$ cat config.mk
export PLATFORM = sky130hd
export DESIGN_NAME = sequence_reorder_buffer
export DESIGN_NICKNAME = d
export VERILOG_FILES = /design/src/hdl/srb_pkg.sv /design/src/hdl/srb_queue.sv /design/src/hdl/srb_back.sv /design/src/hdl/sequence_reorder_buffer.sv
export SDC_FILE = /design/constraint.sdc
export NUM_CORES = 2
export LEC_CHECK = 0
export ABC_CLOCK_PERIOD_IN_PS = 13250
export BUFFER_PORTS_ARGS = -buffer_cell sky130_fd_sc_hd__buf_4
export CORE_UTILIZATION = 63
export CTS_BUF_LIST = sky130_fd_sc_hd__clkbuf_2
export DETAILED_ROUTE_END_ITERATION = 10
export PLACE_DENSITY = 0.8
export SLEW_MARGIN = 20
export SYNTH_ARGS = -nofsm -noshare
export SYNTH_HDL_FRONTEND = slang
export SYNTH_SLANG_ARGS = --single-unit
$ cat constraint.sdc
create_clock -name clk -period 13.25 [get_ports clk]
set_input_delay 0.6625 -clock clk [delete_from_list [all_inputs] [get_ports clk]]
set_output_delay 0.6625 -clock clk [all_outputs]
set_load 0.005 [all_outputs]
$ cat src/hdl/srb_pkg.sv
package srb_pkg;

  localparam int WINDOW = 32;

  typedef enum logic [3:0] {
    ST_RELEASED = 4'd0,
    ST_CLOSED   = 4'd1,
    ST_MISSING  = 4'd2,
    ST_INVALID  = 4'd3,
    ST_DUP      = 4'd4,
    ST_TERM     = 4'd5,
    ST_GAP      = 4'd6,
    ST_CAPACITY = 4'd7,
    ST_BUFFERED = 4'd8,
    ST_TIMER    = 4'd9
  } status_t;

  typedef enum logic [2:0] {
    REG_MAX_EVENTS  = 3'd0,
    REG_MAX_BYTES   = 3'd1,
    REG_MAX_GAP     = 3'd2,
    REG_GAP_TIMEOUT = 3'd3,
    REG_SEQ_REQ     = 3'd4,
    REG_CLOSED      = 3'd5
  } reg_index_t;

  typedef enum logic [1:0] {
    BK_IDLE,
    BK_DRAIN
  } back_state_t;

endpackage

$ cat src/hdl/srb_queue.sv
module srb_queue #(
  parameter int WIDTH = 8
) (
  input  logic             clk,
  input  logic             rst,
  input  logic             in_valid,
  output logic             in_ready,
  input  logic [WIDTH-1:0] in_data,
  output logic             out_valid,
  input  logic             out_ready,
  output logic [WIDTH-1:0] out_data
);

  logic [WIDTH-1:0] mem [2];
  logic             wptr;
  logic             rptr;
  logic [1:0]       count;

  assign in_ready  = (count != 2'd2);
  assign out_valid = (count != 2'd0);
  assign out_data  = mem[rptr];

  always_ff @(posedge clk) begin
    if (in_valid && in_ready) begin
      mem[wptr] <= in_data;
    end
    if (rst) begin
      wptr  <= 1'b0;
      rptr  <= 1'b0;
      count <= 2'd0;
    end else begin
      if (in_valid && in_ready) begin
        wptr <= ~wptr;
      end
      if (out_valid && out_ready) begin
        rptr <= ~rptr;
      end
      count <= count + 2'(in_valid && in_ready) - 2'(out_valid && out_ready);
    end
  end

endmodule

$ cat src/hdl/srb_back.sv
module srb_back #(
  parameter int PAYLOAD_WIDTH = 32
) (
  input  logic                       clk,
  input  logic                       rst,
  input  logic [5:0]                 max_events,
  input  logic [31:0]                max_bytes,
  input  logic [5:0]                 max_gap,
  input  logic [47:0]                gap_timeout,
  input  logic                       sequence_required,
  input  logic                       closed_mode,
  input  logic                       cmd_valid,
  output logic                       cmd_ready,
  input  logic [147+PAYLOAD_WIDTH-1:0] cmd_data,
  output logic                       res_valid,
  input  logic                       res_ready,
  output logic [3:0]                 res_status,
  output logic [PAYLOAD_WIDTH-1:0]   res_payload,
  output logic [63:0]                res_sequence,
  output logic                       res_last,
  output logic                       res_expired
);

  localparam int IW = $clog2(srb_pkg::WINDOW);
  localparam int CW = $clog2(srb_pkg::WINDOW + 1);

  logic                     op, has_seq, term;
  logic [63:0]              seq;
  logic [31:0]              bytes;
  logic [PAYLOAD_WIDTH-1:0] pay;
  logic [47:0]              now;

  assign {now, pay, bytes, term, seq, has_seq, op} = cmd_data;

  logic [srb_pkg::WINDOW-1:0] slot_valid;
  logic [PAYLOAD_WIDTH-1:0] slot_payload [srb_pkg::WINDOW];
  logic [31:0]              slot_bytes [srb_pkg::WINDOW];
  logic [63:0]              next_expected;
  logic                     terminal_known;
  logic [63:0]              terminal_sequence;
  logic                     gap_open;
  logic [47:0]              gap_start;
  logic [CW-1:0]            waiting_count;
  logic [31:0]              waiting_bytes;

  srb_pkg::back_state_t state, state_next;

  logic          out_full;
  logic [3:0]    o_status;
  logic [PAYLOAD_WIDTH-1:0] o_pay;
  logic [63:0]   o_seq;
  logic          o_last, o_exp;

  assign res_valid    = out_full;
  assign res_status   = o_status;
  assign res_payload  = o_pay;
  assign res_sequence = o_seq;
  assign res_last     = o_last;
  assign res_expired  = o_exp;

  logic out_free;
  assign out_free = !out_full || res_ready;

  logic [63:0] ahead;
  logic [6:0]  gap_lim;
  logic        later;
  logic [IW-1:0] slot, base, drain_slot, succ_slot;
  logic        succ_valid;
  logic [31:0] room;
  logic [47:0] elapsed;
  logic        take;
  logic        drain_step;
  logic        load;
  srb_pkg::status_t rej;
  logic        do_buf, do_rel, do_pass;

  srb_pkg::status_t         r_status;
  logic [PAYLOAD_WIDTH-1:0] r_pay;
  logic [63:0]              r_seq;
  logic                     r_last, r_exp;

  assign ahead   = seq - next_expected;
  assign gap_lim = (max_gap < 6'(srb_pkg::WINDOW)) ? {1'b0, max_gap} : 7'(srb_pkg::WINDOW);
  assign slot    = seq[IW-1:0];
  assign base    = next_expected[IW-1:0];
  assign drain_slot = base;
  assign succ_slot  = drain_slot + IW'(1);
  assign succ_valid = slot_valid[succ_slot];
  assign room    = (waiting_bytes < max_bytes) ? max_bytes - waiting_bytes : 32'd0;
  assign elapsed = now - gap_start;
  assign drain_step = (state == srb_pkg::BK_DRAIN) && out_free;
  assign load       = take || drain_step;

  always_comb begin
    logic [IW:0] d;
    later = 1'b0;
    for (int i = 0; i < srb_pkg::WINDOW; i++) begin
      d = {1'b0, IW'(i) - base};
      if (d == '0) d = (IW+1)'(srb_pkg::WINDOW);
      if (slot_valid[i] && 64'(d) > ahead) later = 1'b1;
    end
  end

  always_comb begin
    rej = srb_pkg::ST_BUFFERED;
    do_buf = 1'b0; do_rel = 1'b0; do_pass = 1'b0;
    if (closed_mode) rej = srb_pkg::ST_CLOSED;
    else if (!has_seq) begin
      if (sequence_required) rej = srb_pkg::ST_MISSING;
      else do_pass = 1'b1;
    end else if (seq == '1) rej = srb_pkg::ST_INVALID;
    else if (seq < next_expected) rej = srb_pkg::ST_DUP;
    else if (terminal_known && seq > terminal_sequence) rej = srb_pkg::ST_TERM;
    else if (term && terminal_known && seq != terminal_sequence) rej = srb_pkg::ST_TERM;
    else if (term && later) rej = srb_pkg::ST_TERM;
    else if (ahead > 64'(gap_lim)) rej = srb_pkg::ST_GAP;
    else if (ahead != '0 && slot_valid[slot]) rej = srb_pkg::ST_DUP;
    else if (ahead != '0) begin
      if (32'(waiting_count) >= 32'(max_events) || bytes > room) rej = srb_pkg::ST_CAPACITY;
      else do_buf = 1'b1;
    end else do_rel = 1'b1;
  end

  always_comb begin
    r_status = rej;
    r_pay    = '0;
    r_seq    = '0;
    r_last   = 1'b1;
    r_exp    = 1'b0;
    if (op) begin
      r_status = srb_pkg::ST_TIMER;
      r_exp    = waiting_count != '0 && gap_open && now >= gap_start &&
                 elapsed >= gap_timeout;
    end else if (do_pass) begin
      r_status = srb_pkg::ST_RELEASED;
      r_pay    = pay;
    end else if (do_rel) begin
      r_status = srb_pkg::ST_RELEASED;
      r_pay    = pay;
      r_seq    = seq;
      r_last   = !succ_valid;
    end
  end

  always_comb begin
    state_next = state;
    cmd_ready  = 1'b0;
    take       = 1'b0;
    case (state)
      srb_pkg::BK_IDLE: begin
        cmd_ready = out_free;
        take      = cmd_valid && out_free;
        if (take && !op && do_rel && succ_valid) state_next = srb_pkg::BK_DRAIN;
      end
      srb_pkg::BK_DRAIN: begin
        if (out_free && !succ_valid) state_next = srb_pkg::BK_IDLE;
      end
      default: state_next = srb_pkg::BK_IDLE;
    endcase
  end

  always_ff @(posedge clk) begin
    if (rst) begin
      state <= srb_pkg::BK_IDLE;
    end else begin
      state <= state_next;
    end
  end

  always_ff @(posedge clk) begin
    if (drain_step) begin
      o_status <= srb_pkg::ST_RELEASED;
      o_pay    <= slot_payload[drain_slot];
      o_seq    <= next_expected;
      o_last   <= !succ_valid;
      o_exp    <= 1'b0;
    end else if (take) begin
      o_status <= r_status;
      o_pay    <= r_pay;
      o_seq    <= r_seq;
      o_last   <= r_last;
      o_exp    <= r_exp;
    end
  end

  always_ff @(posedge clk) begin
    if (rst) begin
      out_full <= 1'b0;
      slot_valid <= '0;
      next_expected <= '0;
      terminal_known <= 1'b0;
      terminal_sequence <= '0;
      gap_open <= 1'b0;
      gap_start <= '0;
      waiting_count <= '0;
      waiting_bytes <= '0;
    end else begin
      if (load) out_full <= 1'b1;
      else if (res_ready) out_full <= 1'b0;
      if (take && !op && do_rel) begin
        if (term) begin
          terminal_known <= 1'b1; terminal_sequence <= seq;
        end
        next_expected <= next_expected + 64'd1;
        if (!succ_valid && waiting_count == '0) gap_open <= 1'b0;
      end else if (take && !op && do_buf) begin
        if (term) begin
          terminal_known <= 1'b1; terminal_sequence <= seq;
        end
        if (!gap_open) begin
          gap_open <= 1'b1; gap_start <= now;
        end
        waiting_bytes <= waiting_bytes + bytes;
        waiting_count <= waiting_count + CW'(1);
        slot_valid[slot] <= 1'b1;
        slot_payload[slot] <= pay;
        slot_bytes[slot] <= bytes;
      end else if (drain_step) begin
        slot_valid[drain_slot] <= 1'b0;
        waiting_bytes <= waiting_bytes - slot_bytes[drain_slot];
        waiting_count <= waiting_count - CW'(1);
        next_expected <= next_expected + 64'd1;
        if (!succ_valid && waiting_count == CW'(1)) gap_open <= 1'b0;
      end
    end
  end

endmodule

$ cat src/hdl/sequence_reorder_buffer.sv
// Path: an accepted item enters the two-entry input queue; its first result is
// then registered by the back end when it is idle and its result register is free.
// Throughput: one item per cycle while results are taken and no drain runs; a
// release drains buffered successors one slot per cycle while results are taken.
// Reset: synchronous active-high rst empties the window and the queue and
// restores the control and configuration registers; stored data is not cleared.
module sequence_reorder_buffer #(
  parameter int PAYLOAD_WIDTH = 32
) (
  input  logic        clk,
  input  logic        rst,
  input  logic        cfg_we,
  input  logic [2:0]  cfg_index,
  input  logic [47:0] cfg_data,
  input  logic        s_axis_tvalid,
  output logic        s_axis_tready,
  // has_sequence, sequence, is_terminal, byte_size, payload, now, zero fill
  input  logic [((146+PAYLOAD_WIDTH+7)/8)*8-1:0] s_axis_tdata,
  // opcode
  input  logic [0:0]  s_axis_tuser,
  output logic        m_axis_tvalid,
  input  logic        m_axis_tready,
  // out_payload, out_sequence, expired, zero fill
  output logic [((65+PAYLOAD_WIDTH+7)/8)*8-1:0] m_axis_tdata,
  // status
  output logic [3:0]  m_axis_tuser,
  // last
  output logic        m_axis_tlast
);

  localparam int CMD_W = 147 + PAYLOAD_WIDTH;
  localparam int OUT_W = 65 + PAYLOAD_WIDTH;
  localparam int OUT_BW = ((OUT_W + 7) / 8) * 8;

  logic [5:0]  max_events, max_gap;
  logic [31:0] max_bytes;
  logic [47:0] gap_timeout;
  logic        sequence_required, closed_mode;

  always_ff @(posedge clk) begin
    if (rst) begin
      max_events <= 6'd32;
      max_bytes <= 32'd65536;
      max_gap <= 6'd32;
      gap_timeout <= 48'd1000;
      sequence_required <= 1'b0;
      closed_mode <= 1'b0;
    end else if (cfg_we) begin
      case (cfg_index)
        srb_pkg::REG_MAX_EVENTS:  max_events <= cfg_data[5:0];
        srb_pkg::REG_MAX_BYTES:   max_bytes <= cfg_data[31:0];
        srb_pkg::REG_MAX_GAP:     max_gap <= cfg_data[5:0];
        srb_pkg::REG_GAP_TIMEOUT: gap_timeout <= cfg_data;
        srb_pkg::REG_SEQ_REQ:     sequence_required <= cfg_data[0];
        srb_pkg::REG_CLOSED:      closed_mode <= cfg_data[0];
        default: ;
      endcase
    end
  end

  logic [CMD_W-1:0] cmd;
  logic             q_valid, q_ready;
  logic [CMD_W-1:0] q_data;

  assign cmd = {s_axis_tdata[CMD_W-2:0], s_axis_tuser};

  srb_queue #(.WIDTH(CMD_W)) u_queue (
    .clk, .rst,
    .in_valid(s_axis_tvalid), .in_ready(s_axis_tready),
    .in_data(cmd),
    .out_valid(q_valid), .out_ready(q_ready), .out_data(q_data)
  );

  logic [PAYLOAD_WIDTH-1:0] op_pay;
  logic [63:0]              op_seq;
  logic                     op_exp;

  srb_back #(.PAYLOAD_WIDTH(PAYLOAD_WIDTH)) u_back (
    .clk, .rst,
    .max_events, .max_bytes, .max_gap, .gap_timeout, .sequence_required, .closed_mode,
    .cmd_valid(q_valid), .cmd_ready(q_ready), .cmd_data(q_data),
    .res_valid(m_axis_tvalid), .res_ready(m_axis_tready),
    .res_status(m_axis_tuser), .res_payload(op_pay), .res_sequence(op_seq),
    .res_last(m_axis_tlast), .res_expired(op_exp)
  );

  assign m_axis_tdata = OUT_BW'({op_exp, op_seq, op_pay});

endmodule

==> run metrics <==
outcome finished clean; WS Path Type register to register; Iter 0 DRT Violations 11,200; Area Growth Syn to Fin 15.0%; Synth Cell Area 129,000 sq um; Rel. slew slack 15.4%; delay-heaviest family, CP compound AO/OA/AOI/OAI gates; io pins 352; CTS Buffer Depth 4; leading area contributor after synthesis edfxtp_1; proportion of layout cells with a drive suffix above 1 23.5%; WHS Endpoint max_bytes[18]; post-CTS resize count 0; pwr/cell area 151 nW/um^2; synth unique cells 105; routed vias/inst 6.57; postcts setup bufs 0; CTS root buf clkbuf_2; Routed WL per cell 29.4 um; Synth Register Bits 2,862; Worst-Margin Slew 1.27 ns; Max Fanout on Critical Path 25; post-synthesis instance total 8,502; Final Power 22.5 mW; LEAKAGE 51.9 nW; cts bufs inserted 695; Clock Latency Late Sink 2.01 ns; Crit path required time 15.02 ns; Max Freq 0.0821 GHz; critical path's largest stage delay 0.65 ns; Synthesis Warnings 0; min-delay src cfg_index[1]; worst ir drop on vdd 0.172 mV; Setup TNS 0 ns; Nets 10,800; DRC 0; sequential area share after synthesis 63.6%; row cnt 166; Reg-to-Reg Start u_back.waiting_bytes[0]; post-DP HPWL 218,000 um; Routed WL 388,000 um; first-pass GRT wire length 561,000 um; top cells by area, synth edfxtp_1, mux4_2, dfxtp_1, ha_1, mux2i_1; top post-synthesis cells by count edfxtp_1, mux4_2, nand2_1; via count 86,900; total grt overflow 0; vias in the first global route 88,100; startpoint types register; final setup vio count 0; routability cong. 0.953; Post-synth ARST share 0%; Initial Util 63.4%; IO Port Bufs 338; ANT nets after route 0; Pre-antenna DRT Iters 9; RSZ-0062 raised after global routing false; most numerous cell in the Yosys netlist edfxtp_1; Worst R2R Setup Slack 1.07 ns; die height 455 um; Tmin final 12.18 ns; R2R Path End u_back.waiting_bytes[31]; top-area cell type share of the netlist area 58.0%; Worst Skew 0.275 ns; synthesized area per cell 15.2 sq um; Setup crit end kind register; die area 207,000 sq um; Die Wd 455 um; CTS tree yes; Bufs and invs on worst path 3; Post-synth top flop edfxtp_1; final hold violation count 0; R2R depth 50; largest net degree at the start of global routing 158; Hold WC Path Type input port to register; WP data arrival 13.95 ns; number of synthesized flops with an enable pin 2,503; Stages on worst setup path 50; final period utilization 91.9%; Slew Viols, Final 0; most used cell, CP a21oi_1; htree depth 6; WHS Path Cells 5; clock sink total 2,862; total global-route track usage 37.2%; number of max-cap violations 0; initial antenna violation count 29; CP max stage cell a2111oi_0; core area 204,000 sq um; clock slew at reported path FFs 0.10 ns
repair_timing:
action | CTS | global route
setup endpoints to repair | 0 | 0
hold buffers | 686 | 0
endpoints found under the hold margin | 957 | 0
worst max path at each step:
| stage | from | to | slack [ns] |
|---|---|---|---|
| global placement | max_bytes[0] | u_back.waiting_bytes[31] | 1.33 |
| detailed placement | u_back.waiting_bytes[0] | u_back.waiting_bytes[31] | 1.18 |
| finish | u_back.waiting_bytes[0] | u_back.waiting_bytes[31] | 1.07 |
| CTS | u_back.waiting_bytes[0] | u_back.waiting_bytes[31] | 1.05 |
| floorplan | register | u_back.waiting_bytes[31] | 2.62 |
| global route | u_back.waiting_bytes[0] | u_back.waiting_bytes[31] | 0.23 |
sequential cells by signal (all words and copies together), names as in the netlist, 2 cells and up, named ones only:
signal	count
u_queue.mem	358
u_back.res_payload	32
max_bytes	32
max_events	6
u_back.waiting_bytes	32
u_back.gap_start	48
u_back.res_sequence	64
u_back.terminal_sequence	64
u_back.res_status	4
u_back.slot_bytes	1024
u_back.slot_valid	32
gap_timeout	48
max_gap	6
u_back.next_expected	64
u_back.slot_payload	1024
u_queue.count	2
u_back.waiting_count	6
tightest hold or removal path, stage by stage:
cell,delay (ns)
dlygate4sd3_1,0.58
buf_4,0.13
and3b_2,0.41
nand2_1,0.15
a21oi_1,0.05
metrics by stage:
| step | hold slack, ns | area, sq um | std cells | worst slack, ns | utilization (%) |
|---|---|---|---|---|---|
| 3_5_place_dp | 0.438 | 136000 | 11300 | 1.18 | 66.4 |
| 3_3_place_gp | 0.433 | 136000 | 11300 | 1.33 | 66.4 |
| 5_1_grt | 0.0221 | 149000 | 13200 | 0.227 | 72.9 |
| 6_report | 0.105 | 149000 | 13200 | 1.07 | 72.9 |
| 2_1_floorplan | 0.426 | 130000 | 8508 | 2.62 | - |
| 4_1_cts | 0.000865 | 149000 | 13200 | 1.05 | 72.8 |
where the power goes:
part	internal (mW)	leakage [nW]	switching, mW	total (mW)
Sequential	10.8	25.6	0.143	11.0
Clock	2.31	4.71	3.67	5.98
Combinational	1.94	21.5	3.62	5.56
Total	15.1	51.9	7.43	22.5
metal layers:
layer	part of all wire [%]	track usage, %
met1	35	46.6
met2	49	61.2
met3	10	7.74
met4	5.6	20.2
met5	0.015	0
layout by cell type, fill, tap and decap left out, types with 20 or more instances in the layout:
cell	n
diode_2	35
edfxtp_1	2503
a211oi_1	20
nand3_1	128
a31oi_1	46
xor2_1	57
dlygate4sd3_1	685
buf_12	36
o22ai_1	107
nor3_1	78
nor2_4	32
nand2_1	567
inv_1	420
and2_1	23
and3_1	33
o21ai_0	246
xnor2_1	144
o2111ai_1	22
ha_1	546
clkbuf_2	1009
buf_4	453
o21bai_1	29
or3_1	33
nor4_1	32
nor2_1	422
nand4_1	127
dfxtp_1	353
mux4_2	649
nand2b_1	69
clkinv_1	145
nor2b_1	87
o21a_1	103
o21ai_1	26
mux2_2	163
a21o_1	91
o211ai_1	46
mux2i_1	224
a21oi_1	426
logic make-up after synthesis:
kind of cell             count (synthesis)  share of synthesized area [%]
AO/OA/AOI/OAI                         1305                           6.26
XOR/XNOR                               203                           1.37
AND/OR/NAND/NOR                       1728                           6.34
multiplexers                          1051                           14.6
flip-flops                            2862                           63.6
adder cells (fa/ha/maj)                550                           5.34
buffers and inverters                  802                           2.52
other                                    1                        0.00290
final cells by class:
cell class	count	area, sq um
flip-flops and latches	2862	82400
multi-input cells	4844	44200
well taps	2688	3360
clock buffers	1009	5050
diodes	35	87.6
clock inverters	184	1130
repair buffers	1180	11100
fillers	12300	55400
inverters	426	1600
(Power assumes the default switching activity.)
